## src/rtl/sssc_pkg.sv

```systemverilog
// Package for the scrolling seven-segment controller.
// Holds the buffer constants, the command codes, the payload structs and the font table.
// Depends on nothing.
package sssc_pkg;

	localparam int BUFFER_DEPTH = 50;
	localparam int MEM_AW = $clog2(BUFFER_DEPTH);
	localparam int CNT_W = 6;
	localparam int PTR_W = 8;

	localparam logic [7:0] CHAR_SPACE = 8'h20;

	typedef enum logic [2:0] {
		FN_ADDR_WR = 3'd0,
		FN_DATA    = 3'd1,
		FN_ADDR_RD = 3'd2,
		FN_RD_NEXT = 3'd3,
		FN_SCROLL  = 3'd4,
		FN_MUX     = 3'd5
	} func_t;

	typedef struct packed {
		logic [2:0] func;
		logic [7:0] data_byte;
	} cmd_t;

	typedef struct packed {
		logic       is_read;
		logic [7:0] read_data;
		logic [1:0] digit_index;
		logic [6:0] segment_pattern;
	} res_t;

	// Buffer contents right after reset: the greeting, then zeros.
	function automatic logic [7:0] init_char(input logic [PTR_W-1:0] idx);
		logic [7:0] c;
		case (idx)
			8'd0: c = 8'h68;
			8'd1: c = 8'h65;
			8'd2: c = 8'h6C;
			8'd3: c = 8'h6C;
			8'd4: c = 8'h6F;
			default: c = 8'h00;
		endcase
		return c;
	endfunction

	function automatic logic [6:0] glyph(input logic [7:0] c);
		logic [6:0] g;
		case (c)
			"0", "O", "o": g = 7'h3F;
			"1", "I", "i": g = 7'h14;
			"2": g = 7'h6D;
			"3": g = 7'h5D;
			"4": g = 7'h56;
			"5", "S", "s": g = 7'h5B;
			"6": g = 7'h7B;
			"7": g = 7'h1C;
			"8": g = 7'h7F;
			"9": g = 7'h5E;
			"A", "a": g = 7'h7E;
			"B", "b": g = 7'h73;
			"C", "c": g = 7'h61;
			"D", "d": g = 7'h75;
			"E", "e": g = 7'h6B;
			"F", "f": g = 7'h6A;
			"G", "g": g = 7'h5F;
			"H", "h": g = 7'h76;
			"L", "l": g = 7'h23;
			"P", "p": g = 7'h6E;
			"R", "r": g = 7'h60;
			"T", "t": g = 7'h63;
			"U": g = 7'h37;
			"u": g = 7'h31;
			"Y", "y": g = 7'h57;
			"=": g = 7'h41;
			"_": g = 7'h01;
			default: g = 7'h00;
		endcase
		return g;
	endfunction

endpackage

```

## src/rtl/scrolling_seven_segment_controller.sv

```systemverilog
// Top level of the scrolling seven-segment controller.
// Holds the character buffer, the scroll and multiplex state and the result pipeline.
// Depends on sssc_pkg.
//
// Commands arrive on cmd/cmd_valid/cmd_ready, one transfer per command. Address
// write, data byte and scroll tick update internal state and produce no result.
// Address read, read next and multiplex tick each produce one result on
// res/res_valid/res_ready, in command order.
//
// A command can be taken in every cycle while the receiver does not stall. A
// result command reads the character buffer through its registered read port
// at its transfer edge; once the output register is free or being emptied, the
// byte or its font pattern is placed in the output register. State updates
// take effect at the transfer edge.
//
// When the receiver stalls, the output register holds its result and the read
// stage holds the next one; cmd_ready drops only once both are full. Commands
// without a result are still blocked in that case, so that order is kept.
//
// Reset restores the greeting string of length five, clears all counters and
// pointers and empties the pipeline. The buffer memory itself is not cleared:
// per-entry valid bits make unwritten entries read as their reset contents.
module scrolling_seven_segment_controller (
	input  logic            clk,
	input  logic            arst_n,
	input  sssc_pkg::cmd_t  cmd,
	input  logic            cmd_valid,
	output logic            cmd_ready,
	output sssc_pkg::res_t  res,
	output logic            res_valid,
	input  logic            res_ready
);

	logic [7:0] mem [sssc_pkg::BUFFER_DEPTH];

	logic [sssc_pkg::BUFFER_DEPTH-1:0] ent_valid_q;
	logic [3:0]                        pad_q;
	logic [sssc_pkg::CNT_W-1:0]        len_q;
	logic [sssc_pkg::CNT_W-1:0]        wc_q;
	logic [sssc_pkg::CNT_W-1:0]        win_q;
	logic [sssc_pkg::PTR_W-1:0]        rp_q;
	logic [1:0]                        phase_q;

	logic       valid_s1;
	logic       is_read_s1;
	logic [1:0] digit_s1;
	logic       in_range_s1;
	logic       pad_s1;
	logic       ent_valid_s1;
	logic [7:0] init_s1;
	logic [7:0] mem_s1;

	logic                 res_valid_q;
	sssc_pkg::res_t       res_q;

	logic                        accept;
	logic                        adv_s1;
	logic                        has_result;
	logic                        load_s1;
	logic                        is_printable;
	logic                        write_en;
	logic [sssc_pkg::PTR_W-1:0]  rd_addr;
	logic                        in_range;
	logic [sssc_pkg::MEM_AW-1:0] rd_idx;
	logic [sssc_pkg::CNT_W-1:0]  win_inc;
	logic [7:0]                  byte_s1;

	assign adv_s1 = valid_s1 && (!res_valid_q || res_ready);
	assign cmd_ready = !valid_s1 || adv_s1;
	assign accept = cmd_valid && cmd_ready;

	assign has_result = (cmd.func == sssc_pkg::FN_ADDR_RD) || (cmd.func == sssc_pkg::FN_RD_NEXT)
		|| (cmd.func == sssc_pkg::FN_MUX);
	assign load_s1 = accept && has_result;

	assign is_printable = cmd.data_byte >= sssc_pkg::CHAR_SPACE;
	assign write_en = accept && (cmd.func == sssc_pkg::FN_DATA) && is_printable
		&& (wc_q < sssc_pkg::CNT_W'(sssc_pkg::BUFFER_DEPTH));

	assign win_inc = win_q + sssc_pkg::CNT_W'(1);

	always_comb begin
		case (cmd.func)
			sssc_pkg::FN_ADDR_RD: rd_addr = rp_q;
			sssc_pkg::FN_RD_NEXT: rd_addr = rp_q + sssc_pkg::PTR_W'(1);
			default: rd_addr = sssc_pkg::PTR_W'({1'b0, win_q} + {5'd0, phase_q});
		endcase
	end

	assign in_range = rd_addr < sssc_pkg::PTR_W'(sssc_pkg::BUFFER_DEPTH);
	assign rd_idx = rd_addr[sssc_pkg::MEM_AW-1:0];

	always_ff @(posedge clk) begin
		if (write_en) begin
			mem[wc_q[sssc_pkg::MEM_AW-1:0]] <= cmd.data_byte;
		end
	end

	always_ff @(posedge clk) begin
		if (load_s1) begin
			is_read_s1 <= (cmd.func != sssc_pkg::FN_MUX);
			digit_s1 <= phase_q;
			in_range_s1 <= in_range;
			pad_s1 <= (rd_addr < sssc_pkg::PTR_W'(4)) ? pad_q[rd_addr[1:0]] : 1'b0;
			ent_valid_s1 <= in_range ? ent_valid_q[rd_idx] : 1'b0;
			init_s1 <= sssc_pkg::init_char(rd_addr);
			if (in_range) begin
				mem_s1 <= mem[rd_idx];
			end
		end
	end

	always_ff @(posedge clk or negedge arst_n) begin
		if (!arst_n) begin
			ent_valid_q <= '0;
			pad_q <= '0;
			len_q <= sssc_pkg::CNT_W'(5);
			wc_q <= '0;
			win_q <= '0;
			rp_q <= '0;
			phase_q <= '0;
		end else if (accept) begin
			case (cmd.func)
				sssc_pkg::FN_ADDR_WR: begin
					wc_q <= '0;
					win_q <= '0;
				end
				sssc_pkg::FN_DATA: begin
					rp_q <= cmd.data_byte;
					if (!is_printable) begin
						len_q <= wc_q;
						wc_q <= '0;
					end else if (write_en) begin
						ent_valid_q[wc_q[sssc_pkg::MEM_AW-1:0]] <= 1'b1;
						if (wc_q < sssc_pkg::CNT_W'(4)) begin
							pad_q[wc_q[1:0]] <= 1'b0;
						end
						wc_q <= wc_q + sssc_pkg::CNT_W'(1);
					end
				end
				sssc_pkg::FN_RD_NEXT: begin
					rp_q <= rp_q + sssc_pkg::PTR_W'(1);
				end
				sssc_pkg::FN_SCROLL: begin
					if (len_q > sssc_pkg::CNT_W'(4)) begin
						if (({1'b0, win_inc} + 7'd3) >= {1'b0, len_q}) begin
							win_q <= '0;
						end else begin
							win_q <= win_inc;
						end
					end else if (len_q != '0 && len_q != sssc_pkg::CNT_W'(4)) begin
						for (int i = 0; i < 4; i++) begin
							if (sssc_pkg::CNT_W'(i) >= len_q) begin
								pad_q[i] <= 1'b1;
							end
						end
					end
				end
				sssc_pkg::FN_MUX: begin
					phase_q <= phase_q + 2'd1;
				end
				default: begin
				end
			endcase
		end
	end

	always_ff @(posedge clk or negedge arst_n) begin
		if (!arst_n) begin
			valid_s1 <= 1'b0;
		end else if (cmd_ready) begin
			valid_s1 <= load_s1;
		end
	end

	always_comb begin
		if (!in_range_s1) begin
			byte_s1 = 8'h00;
		end else if (pad_s1) begin
			byte_s1 = sssc_pkg::CHAR_SPACE;
		end else if (ent_valid_s1) begin
			byte_s1 = mem_s1;
		end else begin
			byte_s1 = init_s1;
		end
	end

	always_ff @(posedge clk or negedge arst_n) begin
		if (!arst_n) begin
			res_valid_q <= 1'b0;
		end else if (adv_s1) begin
			res_valid_q <= 1'b1;
		end else if (res_ready) begin
			res_valid_q <= 1'b0;
		end
	end

	always_ff @(posedge clk) begin
		if (adv_s1) begin
			res_q.is_read <= is_read_s1;
			res_q.read_data <= is_read_s1 ? byte_s1 : 8'h00;
			res_q.digit_index <= is_read_s1 ? 2'd0 : digit_s1;
			res_q.segment_pattern <= is_read_s1 ? 7'd0 : sssc_pkg::glyph(byte_s1);
		end
	end

	assign res = res_q;
	assign res_valid = res_valid_q;

	a_wc_bounded: assert property (@(posedge clk) disable iff (!arst_n)
		wc_q <= sssc_pkg::CNT_W'(sssc_pkg::BUFFER_DEPTH))
		else $error("write count beyond buffer depth");

	a_no_overwrite: assert property (@(posedge clk) disable iff (!arst_n)
		valid_s1 && !adv_s1 |-> !cmd_ready)
		else $error("read stage would be overwritten while stalled");

	a_terminator_clears: assert property (@(posedge clk) disable iff (!arst_n)
		accept && cmd.func == sssc_pkg::FN_DATA && !is_printable |=> wc_q == '0)
		else $error("string end did not clear the write count");

	a_window_in_string: assert property (@(posedge clk) disable iff (!arst_n)
		accept && cmd.func == sssc_pkg::FN_SCROLL && len_q > sssc_pkg::CNT_W'(4)
		|=> ({1'b0, win_q} + 7'd3) < {1'b0, len_q})
		else $error("scroll window passed the string end");

	a_read_fields: assert property (@(posedge clk) disable iff (!arst_n)
		res_valid && res.is_read |-> res.digit_index == 2'd0 && res.segment_pattern == 7'd0)
		else $error("read result carries display fields");

endmodule
```

## config.mk

```make
export PLATFORM = sky130hd
export DESIGN_NAME = scrolling_seven_segment_controller
export DESIGN_NICKNAME = d
export VERILOG_FILES = /design/src/rtl/sssc_pkg.sv /design/src/rtl/scrolling_seven_segment_controller.sv
export SDC_FILE = /design/constraint.sdc
export NUM_CORES = 1
export LEC_CHECK = 0
export ABC_AREA = 1
export BUFFER_PORTS_ARGS = -buffer_cell sky130_fd_sc_hd__buf_2
export CAP_MARGIN = 20
export CORE_ASPECT_RATIO = 1.25
export CORE_MARGIN = 2
export CORE_UTILIZATION = 50
export CTS_BUF_LIST = sky130_fd_sc_hd__clkbuf_4
export DETAILED_ROUTE_END_ITERATION = 10
export HOLD_SLACK_MARGIN = 0.03
export PLACE_DENSITY = 0.77
export SLEW_MARGIN = 20
export SYNTH_ARGS = -nofsm -noshare
export SYNTH_HDL_FRONTEND = slang
export SYNTH_SLANG_ARGS = --single-unit
```

## constraint.sdc

```tcl
create_clock -name clk -period 3.3 [get_ports clk]
set_clock_uncertainty 0.1 [all_clocks]
set_input_delay 0.165 -clock clk [delete_from_list [all_inputs] [get_ports clk]]
set_output_delay 0.165 -clock clk [all_outputs]
set_load 0.01 [all_outputs]
```

## After elaboration in Yosys (flattened, before gate mapping)

Memory sizes are Yosys's and may differ from the RTL's. A register that Yosys moved wholly into a read port is not among the register bits.
Cells that the tools add are included.

| operators by class | value |
|---|---|
| $add $sub $neg | 6 |
| order comparisons | 17 |
| eq/ne operators | 22 |
| multiplexer cells | 34 |
| bitwise gates (word level) | 4 |
| reduce and logical (&&, ||, !) cells | 36 |

Operators by type and width:

| operator | number |
|---|---|
| bitwise OR 50 bit | 1 |
| case mux 8 bit (2 select lines) | 2 |
| AND reduction 8 bit | 4 |
| case mux 7 bit (4 select lines) | 1 |
| two-way mux 6 bit | 4 |
| two-way mux 8 bit | 3 |
| case mux 6 bit (2 select lines) | 2 |
| two-way mux 4 bit | 5 |
| != test 2 bit, second input constant | 9 |
| == test 8 x 2 -> 1 bit, second input constant | 2 |
| < comparator 6 x 7 -> 1 bit, second input constant | 2 |
| adder 6 x 1 -> 6 bit, second input constant | 2 |
| greater-or-equal comparator 1 x 6 -> 1 bit, first input constant | 2 |
| greater-or-equal comparator 2 x 6 -> 1 bit, first input constant | 2 |
| two-way mux 1 bit | 12 |
| nonzero test 2 bit | 5 |
| logical AND 1 bit | 9 |
| AND reduction 3 bit | 3 |
| adder 8 x 1 -> 8 bit, second input constant | 1 |
| == test 8 x 1 -> 1 bit, second input constant | 1 |
| == test 8 x 3 -> 1 bit, second input constant | 1 |
| greater-or-equal comparator 8 x 6 -> 1 bit, second input constant | 1 |
| logical NOT 8 bit | 1 |
| < comparator 8 x 3 -> 1 bit, second input constant | 1 |
| other kinds (32) | 43 |

| storage, ports and cells | value |
|---|---|
| register bits after elaboration | 109 |
| RAM bits | 400 |
| memory bits (read-only) | 896 |
| bits of input ports | 15 |
| output and inout port bits | 20 |
| memories | 2 |

Memories:

| memory | words | width | rd ports | clocked after memory_dff | wr ports | line | text |
|---|---|---|---|---|---|---|---|
| (name not given) | 128 | 7 | 1 | 1 | 0 | sssc_pkg.sv:50 | `case (c)` |
| mem | 50 | 8 | 1 | 1 | 1 | scrolling_seven_segment_controller.sv:34 | `logic [7:0] mem [sssc_pkg::BUFFER_DEPTH];` |

## Depth between registers and ports, before layout

Gate-level depths: netlist (run 1).

| depth | value |
|---|---|
| depth in word-level cells | 11 |
| gate-level depth with buffers | 18 |

## Worst setup path before layout (run 1)

OpenSTA, ideal clock, no wires.

| timing | value |
|---|---|
| kind | register -> register |
| start | register win_q[0] (netlist bit) |
| end | register mem_s1[0], read port of mem, enable pin |
| library setup time | 370 ps |
| arrival | 2750 ps |
| path slack | 79 ps |
| cell stages (with the launch flop) | 11 |
| path buffers | 1 |
| path through | dfrtp_1 ha_1 fa_1 or2_2 nand3_1 nand3_1 nor2_1 buf_2 nand2_1 a31o_1 nor2_1 |

| between the ends | value |
|---|---|
| longest elaborated chain between the ends | 4 |

RTL lines:

| what | line | text |
|---|---|---|
| from (decl) | scrolling_seven_segment_controller.sv:40 | `logic [sssc_pkg::CNT_W-1:0] win_q;` |
| from (signal assigned) | scrolling_seven_segment_controller.sv:149 | `win_q <= win_inc;` |
| adder 6 x 2 -> 7 bit * | scrolling_seven_segment_controller.sv:86 | `default: rd_addr = sssc_pkg::PTR_W'({1'b0, win_q} + {5'd0, phase_q});` |
| case mux 8 bit (2 select lines) * | scrolling_seven_segment_controller.sv:83 | `case (cmd.func)` |
| < comparator 8 x 6 -> 1 bit | scrolling_seven_segment_controller.sv:90 | `assign in_range = rd_addr < sssc_pkg::PTR_W'(sssc_pkg::BUFFER_DEPTH);` |
| AND reduction 2 bit (no line) | -- |  |
| to (decl) | scrolling_seven_segment_controller.sv:51 | `logic [7:0] mem_s1;` |

Mark *: on every way between the ends. The rest lies on a longest branch, timed or not.
A chain may end at the register's enable or synchronous reset.

## Worst setup path after layout (run 1)

| timing | value |
|---|---|
| start | input cmd[7] (netlist bit) |
| end | memory mem[34][4], enable pin |

| between the ends | value |
|---|---|
| longest elaborated chain between the ends | 5 |

RTL lines:

| what | line | text |
|---|---|---|
| from (decl) | scrolling_seven_segment_controller.sv:26 | `input sssc_pkg::cmd_t cmd,` |
| greater-or-equal comparator 8 x 6 -> 1 bit | scrolling_seven_segment_controller.sv:76 | `assign is_printable = cmd.data_byte >= sssc_pkg::CHAR_SPACE;` |
| logical AND 1 bit | scrolling_seven_segment_controller.sv:77 | `assign write_en = accept && (cmd.func == sssc_pkg::FN_DATA) && is_printable` |
| logical AND 1 bit | scrolling_seven_segment_controller.sv:78 | `&& (wc_q < sssc_pkg::CNT_W'(sssc_pkg::BUFFER_DEPTH));` |
| two-way mux 1 bit | scrolling_seven_segment_controller.sv:94 | `if (write_en) begin` |
| two-way mux 1 bit (not written as such) | scrolling_seven_segment_controller.sv:95 | `mem[wc_q[sssc_pkg::MEM_AW-1:0]] <= cmd.data_byte;` |
| to (decl) | scrolling_seven_segment_controller.sv:34 |  |

No other way between the ends.

==> flow_summary.toml, run 1 <==
[status]
status = "complete, no violations"

[yosys]
synthMuxAreaShare_pct = 0
synth-simple-area-share_pct = 21.3
synth_cell_type_count = 46
synth_seq_area_share_pct = 67.4
syn_inst = 2137
synthXorXnorAreaFrac_pct = 0.388
yosys_warnings = 0
syn-cell-area_um2 = 22600
synth_edf_count = 437
synth_compound_area_share_pct = 5.18
synth_top_family_by_area = "simple AND/OR/NAND/NOR gates"
yosysMostFrequentCell = "nand2_1"
yosys_register_bits = 521
synth_top_cell_by_area = "edfxtp_1"
synthAdderAreaFrac_pct = 1.31
synth_area_leaders = "edfxtp_1 58%, nand2_1 12%, dfrtp_1 9.1%"
async_reset_ff_share_pct = 16.1
syn_nets = 2175
synth_area_per_cell_um2 = 10.6
synthTopCellsByCount = "715 x nand2_1, 437 x edfxtp_1, 152 x nor2_1"
synthFlopType = "edfxtp_1"
synth_top_area_share_pct = 58.1

[clock_tree]
cts_tree = "done"
cts_buffers = 115
cts_root_buf = "clkbuf_4"
path_clk_slew_ps = 70
clkLatencyLatePin_ps = 900
cts.sinks = 521
clockBufferDepth = 3
cts_htree_levels = 3

[hold_path]
hp-class = "primary input to register"

[power_and_ir_drop]
power.density_nw_per_um2 = 662
ir_worst_vdd_mv = 0.318
leakagePower_nw = 10.6

[routing]
wire_per_inst_um = 20.8
wl_um = 61900
routed_via_density = 5.70
ant_nets = 0
dr_total_vias = 17000
drt-initial-drc-count = 1692
detail_route.first_pass.iterations = 7
drc = 0

[place]
dpl_cell_area_um2 = 23800
dp_hpwl_um = 39200
port_buffers = 34
placedCellCount = 2745
place_congestion = 0.939

[global_routing]
grt_pass1_vias = 17000
grt_usage_pct = 26.4
grt_max_degree = 68
grt_pass1_wl_um = 95400
grt_overflow = 0
antenna_found_initial = 2

[sta]
finalCritPeriodShare_pct = 96.4
hold_viol = 0
relSlewSlack_pct = 29.5
finalCriticalPeriod_ps = 3180
setup_viol = 0
final.setup.tns_ps = 0
finalHoldWorstSlack_ps = 264
fmax_ghz = 0.314
maxSlewViolCount = 0
rsz0062_at_grt = "true"
worst_pin_slew_ps = 1060

[die]
start_util_pct = 50.4
io_pins = 35
die_h_um = 242
core_area_um2 = 44800
die_x_um = 194
rows = 87
dieArea_um2 = 46900

[critical_path]
cp-end-kind = "register"
crit_fanout = 9
path_class = "primary input to register"
critPathArrivalTime_ps = 3550
start_kind = "primary input"
cp.required_ps = 3660

[cells_and_area]
stdcell_area_um2 = 25700
layout.cells.non_filler = 2984
drive_above_1_share_pct = 16.4
fin_nets = 2343
syn2layout_area_growth_pct = 13.5
utilization_pct = 57.2

[run]
maxCapViolations = 0
==> cell families (layout without fill, tap and decap cells) <==
family          count (synthesis)  after routing
buf+inv                       235            500
compound gates                211            211
fa+ha+maj                      23             23
simple gates                 1137           1137
flops                         521            521
xor+xnor                       10             10
other cells                     0              4
==> cell usage in the layout, fill, tap and decap left out, types with 30 or more instances in the layout <==
cell      netlist  layout
nand2_1       715     715
edfxtp_1      437     437
clkbuf_4        0     186
nor2_1        152     146
inv_1         130     130
nand3_1       128     128
a21oi_1        86      84
dfrtp_1        82      81
buf_4           7      75
nand4_1        66      66
o21ai_0        54      53
or2_2          39      39
buf_2          43      30
==> state kept, by name, summed over array words and instances, names as in the netlist, 2 cells and up <==
name	cells
mem	400
ent_valid_q	50
res	18
mem_s1	8
rp_q	8
len_q	6
wc_q	6
win_q	6
init_s1	5
pad_q	4
digit_s1	2
phase_q	2
==> critical path, stage by stage <==
cell	delay [ps]
dlygate4sd3_1	520
buf_2	190
nor3_1	70
dlygate4sd3_1	560
buf_4	180
nor2_1	200
inv_1	100
nor2_2	270
inv_1	100
nor2_2	170
nand2_1	270
nor2_1	730
==> cell type report <==
cell class | count | area (um2)
clock buffers | 186 | 1400
clock inverters | 28 | 204
repair buffers | 135 | 1120
multi-input cells | 1381 | 6400
well taps | 578 | 723
flip-flops and latches | 521 | 15200
diodes | 4 | 10.0
inverters | 151 | 569
fillers | 3693 | 19200
==> per-layer routing <==
layer / wire [um] / track usage (%) / up-vias
li1: - / - / 7701
met1: 22300 / 31.3 / 8076
met2: 29900 / 43.7 / 989
met3: 5580 / 5.15 / 252
met4: 4230 / 18.0 / 0
met5: 0 / 0 / -
==> final timing paths <==
path	from	cells past startpoint	to	slack [ps]
max	cmd[7]	12	mem[34][4]$_DFFE_PP_	120
min reg2reg	ent_valid_q[48]$_DFFE_PN0P_	2	ent_valid_q[48]$_DFFE_PN0P_	360
max reg2reg	phase_q[0]$_DFFE_PN0P_	11	mem_s1[0]$_DFFE_PP_	180
max in group asynchronous	arst_n	4	ent_valid_q[38]$_DFFE_PN0P_	2360
min in group asynchronous	arst_n	4	ent_valid_q[49]$_DFFE_PN0P_	280
min	cmd[10]	4	rp_q[1]$_DFFE_PN0P_	260
==> power by group <==
part	switching [mW]	leakage, nW	total (mW)	internal, mW
logic	3.09	4.55	4.28	1.20
registers	0.127	5.05	7.44	7.32
clock network	2.46	0.958	5.25	2.79
==> metrics by stage <==
| step | total power, mW | setup slack (ps) |
|---|---|---|
| 2_1_floorplan | 10.1 | 79.4 |
| 3_3_place_gp | 11.6 | 193 |
| 3_5_place_dp | 11.7 | 150 |
| 4_1_cts | 16.9 | 81.4 |
| 5_1_grt | 17.7 | -57.8 |
| 6_report | 17.0 | 118 |
==> repair_timing <==
item                       CTS  global route
gates resized for setup      0             9
hold endpoints to repair   464             0
setup endpoints to repair    0            64
hold buffers                21             0
setup buffers                0             0
No activity file was read; power rests on OpenSTA's default activity.
==> run 2: changes to the inputs <==
- BUFFER_PORTS_ARGS: -buffer_cell sky130_fd_sc_hd__buf_2 -> unset
- CORE_ASPECT_RATIO: 1.25 -> 1.2
- DONT_BUFFER_PORTS: unset -> 1
- SETUP_SLACK_MARGIN: unset -> 0.4
==> run 2 against run 1 <==
Clock-buffer cell count is 8 lower. Worst hold slack worse by 190 ps. Cell area is 3.7% higher. Register-to-register slack better by 180 ps. Via count is 2.1% higher. Sequential power hardly changed. Critical path type is now register to register. Routed wire length is 4.4% higher. Sequential cell count stayed put.
==> flow_summary.toml, run 2 (synthesized netlist as in run 1, its figures left out) <==
[clock_tree]
cts.sinks = 521
clockBufferDepth = 3
cts_htree_levels = 3
cts_tree = "done"
path_clk_slew_ps = 70
clkLatencyLatePin_ps = 880
cts_root_buf = "clkbuf_4"
cts_buffers = 118

[routing]
wl_um = 64700
detail_route.first_pass.iterations = 8
drc = 0
routed_via_density = 5.73
drt-initial-drc-count = 2003
wire_per_inst_um = 21.3
ant_nets = 0
dr_total_vias = 17400

[sta]
fmax_ghz = 0.340
relSlewSlack_pct = 38.1
final.setup.tns_ps = 0
finalCritPeriodShare_pct = 89.1
finalCriticalPeriod_ps = 2940
hold_viol = 0
worst_pin_slew_ps = 928
maxSlewViolCount = 0
rsz0062_at_grt = "true"
setup_viol = 0

[global_routing]
grt_max_degree = 83
grt_usage_pct = 27.5
grt_pass1_wl_um = 96300
grt_pass1_vias = 17100
antenna_found_initial = 1
grt_overflow = 0

[place]
place_congestion = 0.955
placedCellCount = 2752
dp_hpwl_um = 37700
port_buffers = 0

[critical_path]
r2r_setup_slack_ps = 360
crit_fanout = 8
start_kind = "register"
cp-end-kind = "register"
path_class = "register to register"
cp.required_ps = 3830
ff2ff_path_depth = 16
critPathArrivalTime_ps = 3470
rr_startpoint = "phase_q[0]$_DFFE_PN0P_"
timing.rr.end = "mem_s1[5]$_DFFE_PP_"

[die]
io_pins = 35
rows = 85
die_h_um = 237
dieArea_um2 = 46900
start_util_pct = 50.5
core_area_um2 = 44800
die_x_um = 198

[cells_and_area]
regArea_um2 = 15200
final_common_cell = "nand2_1"
layout.cells.non_filler = 3031
multi_input_area_um2 = 6690
drive_above_1_share_pct = 18.8
fin_nets = 2364
fillers = 3453
syn2layout_area_growth_pct = 17.7
mostFrequentLayoutCells = "704 x nand2_1, 437 x edfxtp_1, 178 x clkbuf_4"
largest_reg_flops = 400

[power_and_ir_drop]
ir_worst_vdd_mv = 0.300
intPower_mw = 11.7
power.density_nw_per_um2 = 671
leakagePower_nw = 10.9
p_clk_share_pct = 29.2
power.switching_mw = 6.10
p_seq_share_pct = 41.8
comb_power_share_pct = 29.0
switching_share_pct = 34.2

[run]
maxCapViolations = 0

[status]
status = "complete, no violations"

[hold_path]
hp-class = "primary input to register"
min_path_cells = 6
min_from = "cmd[8]"
min_to = "init_s1[0]$_DFFE_PP_"
==> run 2: cell types whose count changed in the layout (fill, tap and decap cells not counted), sizes merged <==
cell	delta
clkinvlp	+2
clkbuf	-5
inv	-1
clkinv	+8
dlygate4sd3	-1
diode	-3
buf	+15
dlymetal6s4s	+1
==> run 2: worst max-delay path: stages (launching register included) <==
cell     delay, ps
dfrtp_1        390
ha_2           200
fa_1           450
inv_2           90
nand2_4         60
nand3_4         90
buf_12         140
nor2_4          70
buf_12         130
buf_6          120
buf_16         150
nand2_1         60
nand3_1        100
a21oi_2        140
nand3_1        180
nand3_1        150
nand2_1         60
==> run 2: per-stage QoR <==
step	hold slack [ps]	power [mW]	setup WS (ps)	instance area, um2	utilization (%)
4_1_cts	31.0	17.3	324	26200	58.4
3_5_place_dp	-227	11.5	109	23700	53.0
6_report	76.5	17.8	360	26600	59.4
2_1_floorplan	-231	10.1	420	22600	-
5_1_grt	89.0	18.5	289	26600	59.4
3_3_place_gp	-226	11.5	217	23700	53.0
==> run 2: timing repair <==
item | CTS | global route
gates cloned | 5 | 4
hold endpoints to repair | 562 | 0
pin swaps | 9 | 39
setup endpoints to repair | 27 | 47
setup buffers | 15 | 9
hold buffers | 30 | 0
gates resized for setup | 19 | 73
==> run 2: metal layers <==
metal	part of all wire, %	routed length (um)	GRT usage [%]
met5	0	0	0
met4	6.5	4230	17.8
met3	10	6710	5.38
met2	48	31100	45.6
met1	35	22600	32.6
==> run 2: worst max-delay path by stage <==
| stage | to | slack (ps) | start |
|---|---|---|---|
| 3_3_place_gp | mem_s1[6]$_DFFE_PP_ | 220 | phase_q[0]$_DFFE_PN0P_ |
| 4_1_cts | mem_s1[0]$_DFFE_PP_ | 320 | win_q[0]$_DFFE_PN0P_ |
| 2_1_floorplan | mem_s1[0]$_DFFE_PP_ | 420 | win_q[0]$_DFFE_PN0P_ |
| 5_1_grt | win_q[0]$_DFFE_PN0P_ | 290 | win_q[0]$_DFFE_PN0P_ |
| 3_5_place_dp | mem_s1[4]$_DFFE_PP_ | 110 | phase_q[0]$_DFFE_PN0P_ |
| 6_report | mem_s1[5]$_DFFE_PP_ | 360 | phase_q[0]$_DFFE_PN0P_ |
==> run 2: cell type report <==
cell class              count  area share, %
flip-flops and latches    521           57.3
inverters                 151           2.21
repair buffers            153           6.58
well taps                 609           2.87
diodes                      1        0.00941
multi-input cells        1381           25.1
clock buffers             178           5.03
clock inverters            37          0.885
==> run 2: power groups by stage <==
stage | clock network [mW] | logic (mW) | registers [mW]
final | 5.20 | 5.17 | 7.45
after detailed placement | 0 | 3.95 | 7.59
after global routing | 5.55 | 5.45 | 7.46
after CTS | 5.25 | 4.64 | 7.45
after global placement | 0 | 3.90 | 7.58
after floorplan | 0 | 2.60 | 7.54
